### src/hw/rtl/bdmc_pkg.sv
// ----------------------------------------------------------------------------
// bdmc_pkg
// Shared widths, codes and types of the button debounce and click counter.
// ----------------------------------------------------------------------------
package bdmc_pkg;

   localparam int TIMER_BITS = 16;
   localparam int CFG_BITS   = 16;
   localparam int COUNT_BITS = 8;

   typedef logic [TIMER_BITS-1:0] timer_type;
   typedef logic [COUNT_BITS-1:0] count_type;

   // Request codes.
   localparam logic [1:0] REQ_TICK  = 2'd0;
   localparam logic [1:0] REQ_STOP  = 2'd1;
   localparam logic [1:0] REQ_START = 2'd2;

   // Register indexes.
   localparam logic [1:0] CSR_DEBOUNCE = 2'd0;
   localparam logic [1:0] CSR_WINDOW   = 2'd1;
   localparam logic [1:0] CSR_SKIP     = 2'd2;

   typedef struct packed {
      logic [CFG_BITS-1:0] debounce_ticks;
      logic [CFG_BITS-1:0] multi_click_ticks;
      logic                skip_debounce;
   } cfg_type;

   typedef struct packed {
      logic      emit;
      count_type click_count;
   } result_type;

endpackage

### src/hw/rtl/button_debounce_multi_click.sv
// ----------------------------------------------------------------------------
// button_debounce_multi_click
// Debounces an active-low button sampled once per tick and reports the
// number of clicks in each multi-click sequence.
// ----------------------------------------------------------------------------
// One item is accepted in every cycle unless the input side stalls. An
// accepted item lands in the input register and is processed from there by
// the update of the mode, timer and click count, so a tick that finishes a
// sequence passes through the input register, and its click count is then
// written into the result register.
// The input side stalls only when the item in the input register produces a
// click count while the result register still holds one that has not been
// taken. Registers should be written while no item is in flight.
module button_debounce_multi_click
   import bdmc_pkg::*;
(
   input  logic                clock,
   input  logic                reset,
   input  logic                req_valid,
   output logic                req_stall,
   input  logic [1:0]          req_type,
   input  logic                req_pin_level,
   output logic                rsp_valid,
   input  logic                rsp_stall,
   output logic [7:0]          rsp_click_count,
   input  logic                csr_write_enable,
   input  logic [1:0]          csr_index,
   input  logic [CFG_BITS-1:0] csr_write_data
);

   cfg_type    cfg;
   result_type result;

   logic       item_valid_ff, item_valid_in;
   logic [1:0] item_type_ff;
   logic       item_pin_ff;
   logic       out_valid_ff, out_valid_in;
   count_type  out_count_ff;
   logic       out_free;
   logic       step;
   logic       take;

   bdmc_csr u_csr (
      .clock            (clock),
      .reset            (reset),
      .csr_write_enable (csr_write_enable),
      .csr_index        (csr_index),
      .csr_write_data   (csr_write_data),
      .cfg              (cfg)
   );

   bdmc_core u_core (
      .clock     (clock),
      .reset     (reset),
      .step      (step),
      .item_type (item_type_ff),
      .item_pin  (item_pin_ff),
      .cfg       (cfg),
      .result    (result)
   );

   always_comb begin
      out_free      = ~out_valid_ff | ~rsp_stall;
      step          = item_valid_ff & (~result.emit | out_free);
      req_stall     = item_valid_ff & ~step;
      take          = req_valid & ~req_stall;
      item_valid_in = take | (item_valid_ff & ~step);
      out_valid_in  = (step & result.emit) | (out_valid_ff & rsp_stall);
   end

   always_ff @(posedge clock) begin
      if (reset) begin
         item_valid_ff <= 1'b0;
         out_valid_ff  <= 1'b0;
      end else begin
         item_valid_ff <= item_valid_in;
         out_valid_ff  <= out_valid_in;
      end
   end

   always_ff @(posedge clock) begin
      if (take) begin
         item_type_ff <= req_type;
         item_pin_ff  <= req_pin_level;
      end
      if (step && result.emit) begin
         out_count_ff <= result.click_count;
      end
   end

   assign rsp_valid       = out_valid_ff;
   assign rsp_click_count = out_count_ff;

endmodule

### src/hw/rtl/bdmc_csr.sv
// ----------------------------------------------------------------------------
// bdmc_csr
// Configuration registers, written through a plain write port.
// ----------------------------------------------------------------------------
module bdmc_csr
   import bdmc_pkg::*;
(
   input  logic                clock,
   input  logic                reset,
   input  logic                csr_write_enable,
   input  logic [1:0]          csr_index,
   input  logic [CFG_BITS-1:0] csr_write_data,
   output cfg_type             cfg
);

   cfg_type cfg_ff;
   cfg_type cfg_in;

   always_comb begin
      cfg_in = cfg_ff;
      if (csr_write_enable) begin
         unique case (csr_index)
            CSR_DEBOUNCE: cfg_in.debounce_ticks    = csr_write_data;
            CSR_WINDOW:   cfg_in.multi_click_ticks = csr_write_data;
            CSR_SKIP:     cfg_in.skip_debounce     = csr_write_data[0];
            default:      cfg_in = cfg_ff;
         endcase
      end
   end

   always_ff @(posedge clock) begin
      if (reset) begin
         cfg_ff.debounce_ticks    <= CFG_BITS'(20);
         cfg_ff.multi_click_ticks <= CFG_BITS'(300);
         cfg_ff.skip_debounce     <= 1'b0;
      end else begin
         cfg_ff <= cfg_in;
      end
   end

   assign cfg = cfg_ff;

endmodule

### src/hw/rtl/bdmc_core.sv
// ----------------------------------------------------------------------------
// bdmc_core
// Mode, timer, click count and edge detection; one item per step.
// ----------------------------------------------------------------------------
module bdmc_core
   import bdmc_pkg::*;
(
   input  logic       clock,
   input  logic       reset,
   input  logic       step,
   input  logic [1:0] item_type,
   input  logic       item_pin,
   input  cfg_type    cfg,
   output result_type result
);

   typedef enum logic [1:0] {
      MODE_IDLE     = 2'd0,
      MODE_DEBOUNCE = 2'd1,
      MODE_WINDOW   = 2'd2,
      MODE_SUSPEND  = 2'd3
   } mode_type;

   mode_type  mode_ff, mode_in;
   count_type clicks_ff, clicks_in;
   timer_type ticks_ff, ticks_in;
   logic      prev_ff, prev_in;

   timer_type  debounce_load;
   timer_type  window_load;
   logic       edge_seen;
   logic       expires;
   timer_type  ticks_dec;
   count_type  clicks_inc;
   count_type  pressed;
   logic       press_done;
   result_type result_c;

   always_comb begin
      debounce_load = timer_type'(cfg.debounce_ticks);
      window_load   = timer_type'(cfg.multi_click_ticks);
      edge_seen     = prev_ff & ~item_pin;
      expires       = (ticks_ff <= timer_type'(1));
      ticks_dec     = expires ? '0 : ticks_ff - timer_type'(1);
      clicks_inc    = clicks_ff + count_type'(1);

      mode_in    = mode_ff;
      clicks_in  = clicks_ff;
      ticks_in   = ticks_ff;
      prev_in    = prev_ff;
      pressed    = clicks_ff;
      press_done = 1'b0;
      result_c   = '0;

      unique case (item_type)
         REQ_STOP: begin
            mode_in  = MODE_SUSPEND;
            ticks_in = '0;
         end
         REQ_START: begin
            mode_in   = MODE_IDLE;
            clicks_in = '0;
            ticks_in  = '0;
         end
         REQ_TICK: begin
            prev_in = item_pin;
            if ((mode_ff == MODE_IDLE || mode_ff == MODE_WINDOW) && edge_seen) begin
               if (cfg.skip_debounce) begin
                  pressed    = clicks_inc;
                  press_done = 1'b1;
               end else begin
                  mode_in  = MODE_DEBOUNCE;
                  ticks_in = debounce_load;
               end
            end else if (mode_ff == MODE_DEBOUNCE) begin
               ticks_in = ticks_dec;
               if (expires) begin
                  // The press only counts if the pin is still held low.
                  pressed    = item_pin ? clicks_ff : clicks_inc;
                  press_done = 1'b1;
               end
            end else if (mode_ff == MODE_WINDOW) begin
               ticks_in = ticks_dec;
               if (expires) begin
                  result_c  = '{emit: 1'b1, click_count: clicks_ff};
                  mode_in   = MODE_IDLE;
                  clicks_in = '0;
               end
            end
         end
         default: begin
            mode_in = mode_ff;
         end
      endcase

      // A finished press either opens the click window or reports at once.
      if (press_done) begin
         if (cfg.multi_click_ticks == '0) begin
            result_c  = '{emit: 1'b1, click_count: pressed};
            mode_in   = MODE_IDLE;
            clicks_in = '0;
            ticks_in  = '0;
         end else begin
            mode_in   = MODE_WINDOW;
            clicks_in = pressed;
            ticks_in  = window_load;
         end
      end
   end

   always_ff @(posedge clock) begin
      if (reset) begin
         mode_ff   <= MODE_IDLE;
         clicks_ff <= '0;
         ticks_ff  <= '0;
         prev_ff   <= 1'b1;
      end else if (step) begin
         mode_ff   <= mode_in;
         clicks_ff <= clicks_in;
         ticks_ff  <= ticks_in;
         prev_ff   <= prev_in;
      end
   end

   assign result = result_c;

endmodule

### config.mk
export PLATFORM = sky130hd
export DESIGN_NAME = button_debounce_multi_click
export DESIGN_NICKNAME = d
export VERILOG_FILES = /design/src/hw/rtl/bdmc_pkg.sv /design/src/hw/rtl/button_debounce_multi_click.sv /design/src/hw/rtl/bdmc_csr.sv /design/src/hw/rtl/bdmc_core.sv
export SDC_FILE = /design/constraint.sdc
export NUM_CORES = 1
export LEC_CHECK = 0
export ABC_AREA = 1
export BUFFER_PORTS_ARGS = -buffer_cell sky130_fd_sc_hd__buf_2
export CAP_MARGIN = 20
export CORE_UTILIZATION = 40
export DETAILED_ROUTE_END_ITERATION = 10
export GPL_TIMING_DRIVEN = 1
export MAX_ROUTING_LAYER = met4
export SYNTH_ARGS = -nofsm -noshare
export SYNTH_HDL_FRONTEND = slang
export SYNTH_SLANG_ARGS = --single-unit
export TNS_END_PERCENT = 20
### constraint.sdc
create_clock -name clock -period 2.4 [get_ports clock]
set_input_delay 0 -clock clock [delete_from_list [all_inputs] [get_ports clock]]
set_output_delay 0 -clock clock [all_outputs]
set_load 0.01 [all_outputs]
# [Yosys cells after proc, flatten, opt, wreduce, memory -nomap -nowiden]
# Index checks and enable logic that the tools add are counted.
[totals] ff_bits=73 inputBits=26 out_inout_bits=10 word_cells=105
[classes] n_addsub=2 order_cmp=1 n_eq_ne=15 muxes=41 bitwise_logic=16 reduce_logical=18
[ops] operator="two-way mux 16 bit" count=7
[ops] operator="two-way mux 8 bit" count=12
[ops] operator="two-way mux 9 bit" count=7
[ops] operator="case mux 16 bit (2 select lines)" count=1
[ops] operator="less-or-equal comparator 16 x 1 -> 1 bit (second input constant)" count=1
[ops] operator="zero test 16 bit" count=1
[ops] operator="case mux 8 bit (2 select lines)" count=1
[ops] operator="subtractor 16 x 1 -> 16 bit (second input constant)" count=1
[ops] operator="two-way mux 2 bit" count=7
[ops] operator="AND reduction 6 bit" count=2
[ops] operator="adder 8 x 1 -> 8 bit (second input constant)" count=1
[ops] operator="inequality test 4 x 1 -> 1 bit (second input constant)" count=2
[ops] operator="AND reduction 2 bit" count=4
[ops] operator="bitwise AND 1 bit" count=6
[ops] operator="== test 2 x 1 -> 1 bit (second input constant)" count=3
[ops] operator="== test 2 bit (second input constant)" count=3
[ops] operator="zero test 2 bit" count=3
[ops] operator="inequality test 3 x 1 -> 1 bit (second input constant)" count=2
[ops] operator="inequality test 3 x 2 -> 1 bit (second input constant)" count=2
[ops] operator="NOT 1 bit" count=6
[ops] operator="case mux 2 bit (3 select lines)" count=1
[ops] operator="nonzero test 3 bit" count=2
[ops] operator="two-way mux 1 bit" count=5
[ops] operator="inequality test 5 x 1 -> 1 bit (second input constant)" count=1
[ops] operator="8 further kinds" count=12

# [Depth between registers and ports, before layout]
# Gate-level depths: netlist of the first run.
[logic_depth] word_depth=16 mapped_depth=17 depth_no_buf=17

# [By module]
# From an unflattened synthesis of the first run, not the netlist that was laid out.
[hier_totals] hier_cells=633 area_unflattened_um2=4300.4
[by_module_without_submodules] mod="bdmc_core" instances=1 cells_per_inst=397 area_each_um2=2404.8 seq_area_each_um2=540.5
[by_module_without_submodules] mod="bdmc_csr" instances=1 cells_per_inst=206 area_each_um2=1455.1 seq_area_each_um2=660.6
[by_module_without_submodules] mod="button_debounce_multi_click" instances=1 cells_per_inst=30 area_each_um2=440.4 seq_area_each_um2=370.4

# [Least setup slack after synthesis of the first run]
# OpenSTA, ideal clock, no wires.
[synth_timing] kind="register -> register" startpoint="register u_core.ticks_ff[0]" endpoint="register out_count_ff[0] (netlist: rsp_click_count[0]), enable pin" setup_time_ns=0.324 arrival_ns=1.576 required_time_ns=2.076 slack_ns=0.500 stages_incl_launch_ff=14 n_path_buf=0 synth_period_minus_slack_ns=1.900 path_cell_list="dfxtp_1 inv_1 ha_1 inv_1 nand2_1 nand2_1 nor2_2 nand2_1 nor2_1 nand2_2 nand2_4 a21oi_2 nand2_1 inv_1"
[synth_via] elab_chain_cells=12 elab_cells_between_ends=16 classes_between="1 x order compare; 11 x mux; 3 x bitwise; 1 x reduce/logical"
[synth_lines] element="start, declared" line="bdmc_core.sv:26" rtl="timer_type ticks_ff, ticks_in;"
[synth_lines] element="start signal, assigned" line="bdmc_core.sv:120" rtl="ticks_ff <= ticks_in;"
[synth_lines] element="less-or-equal comparator 16 x 1 -> 1 bit (*)" line="bdmc_core.sv:43" rtl="expires = (ticks_ff <= timer_type'(1));"
[synth_lines] element="two-way mux 9 bit" line="bdmc_core.sv:84" rtl="if (expires) begin"
[synth_lines] element="two-way mux 9 bit" line="bdmc_core.sv:82" rtl="end else if (mode_ff == MODE_WINDOW) begin"
[synth_lines] element="two-way mux 9 bit" line="bdmc_core.sv:75" rtl="end else if (mode_ff == MODE_DEBOUNCE) begin"
[synth_lines] element="two-way mux 9 bit" line="bdmc_core.sv:67" rtl="if ((mode_ff == MODE_IDLE || mode_ff == MODE_WINDOW) && edge_seen) begin"
[synth_lines] element="two-way mux 9 bit" line="bdmc_core.sv:55" rtl="unique case (item_type)"
[synth_lines] element="two-way mux 9 bit" line="bdmc_core.sv:98" rtl="if (cfg.multi_click_ticks == '0) begin"
[synth_lines] element="two-way mux 9 bit (*)" line="bdmc_core.sv:97" rtl="if (press_done) begin"
[synth_lines] element="NOT 1 bit" line="button_debounce_multi_click.sv:64" rtl="step = item_valid_ff & (~result.emit | out_free);"
[synth_lines] element="bitwise OR 1 bit" line="button_debounce_multi_click.sv:64"
[synth_lines] element="bitwise AND 1 bit" line="button_debounce_multi_click.sv:64"
[synth_lines] element="logical AND 1 bit (*)" line="button_debounce_multi_click.sv:86" rtl="if (step && result.emit) begin"
[synth_lines] element="end signal, assigned" line="button_debounce_multi_click.sv:87" rtl="out_count_ff <= result.click_count;"
[synth_lines] element="end, declared" line="button_debounce_multi_click.sv:38" rtl="count_type out_count_ff;"
# Mark *: on every way between the ends. The rest lies on a longest branch, timed or not.
# A chain may end at the register's enable or synchronous reset.

# [Final worst setup path of the first run]
[layout_timing] startpoint="register item_pin_ff" endpoint="register out_valid_ff (netlist: rsp_valid)"
[layout_via] elab_chain_cells=12 elab_cells_between_ends=14 classes_between="6 x mux; 7 x bitwise; 1 x reduce/logical"
[layout_lines] element="start, declared" line="button_debounce_multi_click.sv:36" rtl="logic item_pin_ff;"
[layout_lines] element="start signal, assigned" line="button_debounce_multi_click.sv:84" rtl="item_pin_ff <= req_pin_level;"
[layout_lines] element="NOT 1 bit (*)" line="bdmc_core.sv:42" rtl="edge_seen = prev_ff & ~item_pin;"
[layout_lines] element="bitwise AND 1 bit (*)" line="bdmc_core.sv:42"
[layout_lines] element="logical AND 1 bit (*)" line="bdmc_core.sv:67"
[layout_lines] element="two-way mux 9 bit" line="bdmc_core.sv:67"
[layout_lines] element="two-way mux 9 bit" line="bdmc_core.sv:55"
[layout_lines] element="two-way mux 9 bit" line="bdmc_core.sv:98"
[layout_lines] element="two-way mux 9 bit (*)" line="bdmc_core.sv:97"
[layout_lines] element="NOT 1 bit" line="button_debounce_multi_click.sv:64"
[layout_lines] element="bitwise OR 1 bit" line="button_debounce_multi_click.sv:64"
[layout_lines] element="bitwise AND 1 bit" line="button_debounce_multi_click.sv:64"
[layout_lines] element="bitwise AND 1 bit (*)" line="button_debounce_multi_click.sv:68" rtl="out_valid_in = (step & result.emit) | (out_valid_ff & rsp_stall);"
[layout_lines] element="bitwise OR 1 bit (*)" line="button_debounce_multi_click.sv:68"
[layout_lines] element="end signal, assigned" line="button_debounce_multi_click.sv:77" rtl="out_valid_ff <= out_valid_in;"
[layout_lines] element="end, declared" line="button_debounce_multi_click.sv:37" rtl="logic out_valid_ff, out_valid_in;"
# Marked as above.

==> results of run 1 <==
cell families after synthesis:
kind of cell	share of synthesized area (%)
AO/OA/AOI/OAI	10.4
XOR/XNOR	2.41
adder cells (fa/ha/maj)	0.938
buffers and inverters	8.54
flip-flops	39.3
AND/OR/NAND/NOR	38.4
per-stage QoR:
| step | hold slack [ns] | instance area, µm² | utilization, % |
|---|---|---|---|
| 4_1_cts | 0.329 | 4790 | 49.2 |
| 5_1_grt | 0.337 | 4830 | 49.7 |
| 2_1_floorplan | 0.0989 | 4000 | - |
| 3_3_place_gp | 0.179 | 4310 | 44.3 |
| 6_report | 0.346 | 4830 | 49.7 |
| 3_5_place_dp | 0.179 | 4310 | 44.3 |
power by group through the flow:
stage	logic (mW)	clock network [mW]	registers [mW]
global route	0.630	1.15	1.36
floorplan	0.392	0	1.37
finish	0.552	1.08	1.36
global placement	0.500	0	1.38
detailed placement	0.506	0	1.38
CTS	0.542	1.10	1.35
critical path, cell delays in order (launching register included):
cell and delay [ns]:
edfxtp_1 0.46, inv_1 0.13, nand3_2 0.17, inv_2 0.09, nand2_2 0.07, nand2_2 0.10, inv_2 0.07, nand3_4 0.11
nand2_4 0.09, a21oi_4 0.16, nand2_1 0.09, a21oi_1 0.12, dlygate4sd3_1 0.55
routing by layer:
layer | share of wire, % | GRT usage [%] | vias to the layer above | wire length (µm)
li1 | - | - | 2062 | -
met1 | 48 | 27.7 | 1774 | 4890
met2 | 47 | 36.2 | 89 | 4880
met3 | 3.5 | 3.97 | 15 | 357
met4 | 1.6 | 7.80 | 0 | 164
met5 | 0 | - | - | 0
placed cells by master (no fill, tap or decap), types with 4 or more instances in the layout:
cell type / count
xor2_1: 10
dfxtp_1: 62
clkbuf_8: 9
o211ai_1: 4
nand3_1: 36
a21oi_1: 12
nor2_2: 6
dlygate4sd3_1: 26
nor2_1: 122
edfxtp_1: 11
inv_1: 61
buf_4: 10
nand2_2: 9
o21ai_0: 59
nand2_1: 179
buf_2: 35
registers in the layout (all words and copies together), names as in the netlist:
signal,cells
item_type_ff,2
u_core.prev_ff,1
item_pin_ff,1
rsp_valid,1
u_core.clicks_ff,8
u_core.ticks_ff,16
u_csr.cfg,33
rsp_click_count,8
u_core.mode_ff,2
item_valid_ff,1
worst max-delay path by stage:
| stage | cells after the start | start | endpoint |
|---|---|---|---|
| 2_1_floorplan | 13 | u_core.ticks_ff[0] | rsp_click_count[0] |
| 5_1_grt | 14 | u_core.ticks_ff[0] | rsp_valid |
| 4_1_cts | 14 | u_core.ticks_ff[0] | rsp_valid |
| 6_report | 12 | item_pin_ff | rsp_valid |
| 3_5_place_dp | 14 | u_core.ticks_ff[0] | u_core.ticks_ff[1] |
| 3_3_place_gp | 12 | item_pin_ff | u_core.ticks_ff[11] |
area by class of cell:
type / instances / area [µm²]
sequential: 73 / 1570
clock buffer: 10 / 149
multi-input combinational: 460 / 2120
timing repair buffer: 71 / 510
fill: 1054 / 4900
clock inverter: 6 / 70.1
tap: 133 / 166
inverter: 66 / 248
timing repair:
action,CTS,global route
hold buffers,26,0
hold endpoints to repair,45,0
gates resized for setup,0,7
setup endpoints to repair,0,15
setup buffers,0,2
==> impl_metrics.env, run 1 <==
export IMPL_syn_avg_cell_area_um2=6.49
export IMPL_synthDominantCellAreaShare_pct=31.0
export IMPL_p_int_mw=2.06
export IMPL_ys_top_cells_by_count="180 x nand2_1, 124 x nor2_1, 62 x dfxtp_1"
export IMPL_grt_max_degree=33
export IMPL_design_core_area_mm2=0.00973
export IMPL_pwr_share_comb_pct=18.5
export IMPL_cts_sinks=73
export IMPL_dp_slack_ns=0.236
export IMPL_power_mw=2.98
export IMPL_fmax_mhz=443
export IMPL_dp_cells=775
export IMPL_path_clk_slew_ns=0.09
export IMPL_rows=36
export IMPL_die_w_um=102
export IMPL_crit_type="reg -> reg"
export IMPL_synth_most_common_cell="nand2_1"
export IMPL_async_flop_share_pct=0
export IMPL_grt_pass1_wl_um=17300
export IMPL_clockRootBuffer="clkbuf_8"
export IMPL_antenna_found_initial=0
export IMPL_setup_viol=0
export IMPL_fin_tns_setup_ns=0
export IMPL_crit_path_end_kind="flop"
export IMPL_synth_area_mm2=0.00400
export IMPL_fin_ws_ns=0.145
export IMPL_antennaDiodeCount=0
export IMPL_tritoncts="built"
export IMPL_syn_num_nets=646
export IMPL_p_leak_nw=2.34
export IMPL_cts_buffers_inserted=9
export IMPL_drive_gt1_share_pct=13.4
export IMPL_holdPathEnd="item_pin_ff"
export IMPL_hp_class="in -> reg"
export IMPL_holdCritStartpoint="req_pin_level"
export IMPL_yosysWarnings=0
export IMPL_min_period_ns=2.26
export IMPL_via_per_inst=4.81
export IMPL_r2r_end="rsp_valid"
export IMPL_syn2layout_area_growth_pct=20.8
export IMPL_wl_um=10300
export IMPL_maxCapViolations=0
export IMPL_yosysTopAreaCell="dfxtp_1"
export IMPL_cts_buffer_depth=2
export IMPL_die_area_mm2=0.0104
export IMPL_htree_levels=3
export IMPL_required_ns=2.71
export IMPL_place_gp_congestion=0.842
export IMPL_reg2reg_from="item_pin_ff"
export IMPL_p_seq_share_pct=45.4
export IMPL_relSlewSlack_pct=58.5
export IMPL_io_pins=36
export IMPL_drc=0
export IMPL_gr_usage_all_layers_pct=22.2
export IMPL_ant_nets=0
export IMPL_hold_path_depth=2
export IMPL_dp_hpwl_um=7190
export IMPL_p_sw_share_pct=31.0
export IMPL_p_clk_share_pct=36.1
export IMPL_ff2ff_path_depth=12
export IMPL_synth_area_leaders="dfxtp_1 31%, nand2_1 17%, nor2_1 12%, edfxtp_1 8.3%, o21ai_0 7.4%"
export IMPL_synth_ff_latch_count=73
export IMPL_clock_skew_ns=0.0127
export IMPL_vdd_drop_max_mv=0.311
export IMPL_fin_crit_sh_pct=94.0
export IMPL_drt_iter0_drc=252
export IMPL_yosysSeqAreaShare_pct=39.3
export IMPL_clk_latency_ns=0.37
export IMPL_reg2reg_slack_ns=0.14
export IMPL_power_density_mw_per_mm2=617
export IMPL_dr_pass1_iters=5
export IMPL_ys_types=29
export IMPL_final_hold_violation_count=0
export IMPL_final_net_count=710
export IMPL_crit_path_start_kind="flop"
export IMPL_start_util_pct=41.1
export IMPL_tightest_slew_ns=0.619
export IMPL_status="finished clean"
export IMPL_overflow=0
export IMPL_syn_inst=617
export IMPL_stdcell_count=819
export IMPL_arrival_ns=2.56
export IMPL_die_h_um=102
export IMPL_synth_edff_count=11
export IMPL_ys_flop_type="dfxtp_1"
export IMPL_vias=3940
export IMPL_worstPathMaxFanout=6
export IMPL_rsz0062_at_grt="no"
export IMPL_switching_power_mw=0.926
export IMPL_slew_viol_final=0
export IMPL_wire_per_inst_um=12.6
export IMPL_port_buffers=35
export IMPL_first_global_vias=3708
Power figures use the tool's default switching activity.
==> inputs of run 2 (changes only) <==
ABC_AREA = not set   (was 1)
SETUP_SLACK_MARGIN = 0.02   (was not set)
==> run 2 against run 1 <==
  * Design area is 1.3% higher
  * Count of clock-buffer cells in the layout is 1 higher
  * Critical path depth is 2 lower
  * Sequential cell count stayed put
  * Worst setup slack worse by 0.046 ns
  * Utilization is 3.3 points higher
  * Wire length is 9.8% higher
  * First-iteration DRC count is 36% higher
  * Via count is 2.6% lower
  * Sequential power is 4% lower
  * Area after synthesis is 4.2% lower
  * Critical path type unchanged
  * Largest power group unchanged
==> impl_metrics.env, run 2 <==
export IMPL_cts_sinks=73
export IMPL_yosys_area_share_adder_pct=0.979
export IMPL_fin_tns_setup_ns=0
export IMPL_rows=35
export IMPL_syn2layout_area_growth_pct=27.8
export IMPL_vias=3839
export IMPL_rsz0062_at_grt="yes"
export IMPL_yosysTopAreaCell="dfxtp_1"
export IMPL_grt_max_degree=35
export IMPL_status="finished clean"
export IMPL_design_core_area_mm2=0.00924
export IMPL_drc=0
export IMPL_reg2reg_slack_ns=0.1
export IMPL_crit_slowest_cell="a2111o_1"
export IMPL_hold_path_depth=2
export IMPL_arrival_ns=2.54
export IMPL_cts_buffers_inserted=9
export IMPL_cp_num_buf_inv=3
export IMPL_synthDominantCellAreaShare_pct=32.4
export IMPL_clockRootBuffer="clkbuf_8"
export IMPL_slew_viol_final=0
export IMPL_final_net_count=571
export IMPL_setup_viol=0
export IMPL_holdPathEnd="rsp_valid"
export IMPL_final_cell_mix="80 x nand2_1, 61 x dfxtp_1, 46 x a21oi_1"
export IMPL_crit_path_start_kind="flop"
export IMPL_crit_type="reg -> reg"
export IMPL_holdCritStartpoint="reset"
export IMPL_placed_area_mm2=0.00436
export IMPL_vdd_drop_max_mv=0.351
export IMPL_fmax_mhz=434
export IMPL_crit_path_end_kind="flop"
export IMPL_async_flop_share_pct=0
export IMPL_ys_top_cells_by_count="80 x nand2_1, 62 x dfxtp_1, 46 x a21oi_1"
export IMPL_gr_usage_all_layers_pct=24.1
export IMPL_ff2ff_path_depth=10
export IMPL_fin_area_mm2=0.00490
export IMPL_required_ns=2.64
export IMPL_synth_compound_area_share_pct=26.9
export IMPL_place_gp_congestion=0.971
export IMPL_final_common_cell="nand2_1"
export IMPL_tritoncts="built"
export IMPL_ys_types=66
export IMPL_maxCapViolations=0
export IMPL_io_pins=36
export IMPL_p_leak_nw=1.71
export IMPL_drt_iter0_drc=343
export IMPL_ant_nets=0
export IMPL_cts_buffer_depth=2
export IMPL_synth_xor_area_share_pct=0
export IMPL_largest_register_ff_count=33
export IMPL_synth_area_mm2=0.00383
export IMPL_min_period_ns=2.30
export IMPL_antennaDiodeCount=0
export IMPL_worstPathMaxFanout=8
export IMPL_die_w_um=99.9
export IMPL_clock_skew_ns=0.0150
export IMPL_synth_top_family_by_area="compound AO/OA/AOI/OAI gates"
export IMPL_ys_flop_type="dfxtp_1"
export IMPL_path_clk_slew_ns=0.08
export IMPL_overflow=0
export IMPL_worstPathCellList="inv_1, ha_1, nor2_2, nor2b_4, buf_6, a31o_4, and2_2, buf_4, a2111o_1, a31o_1"
export IMPL_yosys_area_share_simple_pct=25.2
export IMPL_yosysWarnings=0
export IMPL_power_density_mw_per_mm2=599
export IMPL_drive_gt1_share_pct=22.1
export IMPL_wl_um=11300
export IMPL_tightest_slew_ns=0.612
export IMPL_synth_ff_latch_count=73
export IMPL_fin_crit_sh_pct=95.9
export IMPL_port_buffers=35
export IMPL_synth_area_leaders="dfxtp_1 32%, edfxtp_1 8.6%, nand2_1 7.8%, a21oi_1 6.0%, nor2_1 2.8%"
export IMPL_syn_inst=462
export IMPL_start_util_pct=41.5
export IMPL_via_per_inst=5.68
export IMPL_r2r_end="u_core.clicks_ff[2]"
export IMPL_first_global_vias=3504
export IMPL_clk_latency_ns=0.35
export IMPL_muxShareOfSynthArea_pct=0
export IMPL_hp_class="in -> reg"
export IMPL_synth_edff_count=11
export IMPL_relSlewSlack_pct=58.9
export IMPL_htree_levels=3
export IMPL_die_area_mm2=0.00998
export IMPL_grt_pass1_wl_um=18300
export IMPL_syn_avg_cell_area_um2=8.30
export IMPL_worst_path_largest_cell_delay_ns=0.40
export IMPL_antenna_found_initial=0
export IMPL_fillers=927
export IMPL_critical_path_top_delay_family="compound AO/OA/AOI/OAI gates"
export IMPL_synth_most_common_cell="nand2_1"
export IMPL_wire_per_inst_um=16.7
export IMPL_die_h_um=99.9
export IMPL_final_hold_violation_count=0
export IMPL_startpoint="u_core.ticks_ff[0]"
export IMPL_dr_pass1_iters=5
export IMPL_syn_num_nets=491
export IMPL_dp_hpwl_um=8070
export IMPL_reg2reg_from="u_core.ticks_ff[0]"
export IMPL_yosysSeqAreaShare_pct=41.0
run 2: cell types whose count changed after synthesis, sizes merged, moves of 11 or more:
cell,previous run,this run
nor2,131,29
inv,64,22
o32ai,0,11
or3,0,16
o21ai,59,28
nand2,191,80
nand3,39,19
a21oi,14,46
run 2: layout make-up:
class	instances	area, µm²	area share (%)
Multi-Input combinational cell	339	2120	43.3
Sequential cell	73	1570	32.1
Timing Repair Buffer	96	717	14.6
Tap cell	129	161	3.30
Clock buffer	11	153	3.12
Clock inverter	5	86.3	1.76
Inverter	23	86.3	1.76
run 2: how the worst max path moves through the flow:
stage                                     end  cells after the start  slack (ns)
after floorplan            rsp_click_count[0]                      7        0.06
after global placement     rsp_click_count[2]                      8      -0.001
after detailed placement  u_core.ticks_ff[15]                      9       -0.07
after CTS                 u_core.clicks_ff[2]                     10        0.04
after global routing      u_core.ticks_ff[12]                      9      0.0003
final                     u_core.clicks_ff[2]                     10         0.1
run 2: cells by family after synthesis:
logic type / after synthesis
AO/OA/AOI/OAI: 142
adder cells (fa/ha/maj): 3
buffers and inverters: 50
flip-flops: 73
AND/OR/NAND/NOR: 194
run 2: through the flow:
step / std cells / total power [mW] / utilization (%) / hold WS (ns) / setup WS, ns
after detailed placement: 638 / 1.76 / 47.2 / 0.180 / -0.0662
after floorplan: 462 / 1.59 / - / 0.0989 / 0.0630
final: 676 / 2.93 / 53.0 / 0.0738 / 0.0984
after CTS: 676 / 2.92 / 52.4 / 0.0405 / 0.0372
after global placement: 638 / 1.75 / 47.2 / 0.178 / -0.00148
after global routing: 676 / 3.05 / 53.0 / 0.0859 / 0.000338
run 2: layer usage:
metal  vias to the layer above  global-route usage, %  wire length [µm]
met5                         -                      -                 0
met4                         0                   9.28               218
met3                        17                   3.83               655
met2                       138                   34.9              4980
met1                      1790                   33.7              5450
li1                       1894                      -                 -
run 2: repair_timing:
item,4_1_cts,5_1_grt
resized for setup,4,13
hold buffers,22,0
endpoints found under the setup margin,27,19
hold endpoints to repair,37,0
pin swaps,0,1
buffers inserted,0,0
run 2: where the power goes:
part           switching [mW]  internal (mW)
logic                   0.290          0.196
clock network           0.492          0.655
registers              0.0284           1.27
==> inputs of run 3 (changes only) <==
CORE_UTILIZATION = 30   (was 40)
==> run 3 against run 2 <==
  * Sequential share of layout area down 1.3 points
  * Sequential power hardly changed
  * Count of clock-buffer cells in the layout down 1
  * Worst setup slack worse by 0.047 ns
  * Critical path depth stayed put
  * Clock skew decreased by 0.0027 ns
  * Die area up 33%
  * Via count is 2.3% higher
  * Largest cell class unchanged
  * Largest power group is now clock
==> impl_metrics.env, run 3 (synthesis results as in run 2) <==
export IMPL_status="finished clean"
export IMPL_wire_per_inst_um=15.6
export IMPL_ant_nets=0
export IMPL_maxCapViolations=0
export IMPL_crit_path_end_kind="flop"
export IMPL_cts_buffer_depth=2
export IMPL_fin_ws_ns=0.0517
export IMPL_final_cell_mix="80 x nand2_1, 62 x dfxtp_1, 48 x buf_4"
export IMPL_place_gp_congestion=0.897
export IMPL_fin_area_mm2=0.00510
export IMPL_first_global_vias=3715
export IMPL_grt_max_degree=36
export IMPL_rsz0062_at_grt="yes"
export IMPL_drc=0
export IMPL_worstPathMaxFanout=8
export IMPL_use_met1_pct=24.8
export IMPL_dp_hpwl_um=8120
export IMPL_antennaDiodeCount=0
export IMPL_wl_um=11300
export IMPL_crit_type="reg -> reg"
export IMPL_required_ns=2.63
export IMPL_dr_pass1_iters=5
export IMPL_die_h_um=115
export IMPL_clock_skew_ns=0.0122
export IMPL_cts_sinks=73
export IMPL_multi_input_area_mm2=0.00212
export IMPL_grtUsageMet2_pct=28.0
export IMPL_design_core_area_mm2=0.0122
export IMPL_drt_iter0_drc=320
export IMPL_vdd_drop_max_mv=0.367
export IMPL_dp_slack_ns=0.00619
export IMPL_syn2layout_area_growth_pct=33.1
export IMPL_fillers=1221
export IMPL_fmax_mhz=426
export IMPL_tightest_slew_ns=0.659
export IMPL_via_per_inst=5.41
export IMPL_start_util_pct=31.4
export IMPL_overflow=0
export IMPL_grt_busiest_layer="met2"
export IMPL_final_hold_violation_count=0
export IMPL_tritoncts="built"
export IMPL_htree_levels=3
export IMPL_final_common_cell="nand2_1"
export IMPL_rows=40
export IMPL_relSlewSlack_pct=55.8
export IMPL_io_pins=36
export IMPL_use_met3_pct=2.58
export IMPL_hp_class="in -> reg"
export IMPL_fin_crit_sh_pct=97.8
export IMPL_grt_pass1_wl_um=18700
export IMPL_path_clk_slew_ns=0.06
export IMPL_vias=3929
export IMPL_arrival_ns=2.58
export IMPL_power_density_mw_per_mm2=627
export IMPL_min_period_ns=2.35
export IMPL_port_buffers=35
export IMPL_drive_gt1_share_pct=24.0
export IMPL_gr_usage_all_layers_pct=18.6
export IMPL_cts_buffers_inserted=9
export IMPL_final_net_count=582
export IMPL_ff_latch_area_mm2=0.00157
export IMPL_p_leak_nw=1.79
export IMPL_die_area_mm2=0.0132
export IMPL_slew_viol_final=0
export IMPL_clk_latency_ns=0.34
export IMPL_crit_path_start_kind="flop"
export IMPL_largest_register_ff_count=33
export IMPL_antenna_found_initial=0
export IMPL_placed_area_mm2=0.00448
export IMPL_clockRootBuffer="clkbuf_16"
export IMPL_die_w_um=115
export IMPL_setup_viol=0
-- run 3: final timing paths --
kind	slack [ns]	startpoint	end	cells past startpoint
hold reg to reg	0.46	u_csr.cfg[30]	u_csr.cfg[30]	2
hold / removal	0.12	reset	u_csr.cfg[23]	3
setup / recovery	0.05	u_core.ticks_ff[0]	u_core.clicks_ff[2]	10
setup reg to reg	0.05	u_core.ticks_ff[0]	u_core.clicks_ff[2]	10
-- run 3: through the flow --
stage	setup TNS [ns]	hold WS, ns	power [mW]	util (%)	cells
2_1_floorplan	0	0.0989	1.59	-	462
3_3_place_gp	0	0.181	1.75	36.7	687
3_5_place_dp	0	0.180	1.76	36.7	687
4_1_cts	0	0.112	3.18	41.0	724
5_1_grt	-0.0638	0.134	3.31	41.8	726
6_report	0	0.123	3.20	41.8	726
-- run 3: layout make-up --
cell class	instances	share of cell area, %
Timing Repair Buffer	107	15.6
Multi-Input combinational cell	339	41.6
Clock inverter	6	1.45
Tap cell	168	4.12
Clock buffer	10	4.69
Sequential cell	73	30.8
Inverter	23	1.69
-- run 3: what timing repair did --
action / CTS / global route
buffers inserted: 0 / 2
resized for setup: 1 / 22
pin swaps: 0 / 1
hold buffers: 21 / 0
hold endpoints to repair: 37 / 0
cloned: 0 / 0
setup endpoints to repair: 3 / 45
-- run 3: power breakdown --
part / total (mW) / leakage (nW) / internal (mW) / switching, mW
registers: 1.30 / 0.594 / 1.27 / 0.0271
clock network: 1.41 / 0.154 / 0.846 / 0.560
logic: 0.488 / 1.05 / 0.199 / 0.289
total: 3.20 / 1.79 / 2.32 / 0.876
-- run 3: worst max-delay path, cell delays in order, from the launching register on --
cell and delay [ns]:
dfxtp_1 0.34, inv_1 0.06, ha_1 0.21, nor2_2 0.14, nor2b_2 0.07, buf_4 0.18
a31o_4 0.24, and2_1 0.20, buf_4 0.18, a2111o_1 0.40, a31o_1 0.22
-- run 3: layer usage --
layer / share of wire [%] / routed length [µm]
met2: 45 / 5150
met4: 2.2 / 250
met3: 4.6 / 527
met1: 48 / 5410
met5: 0 / 0
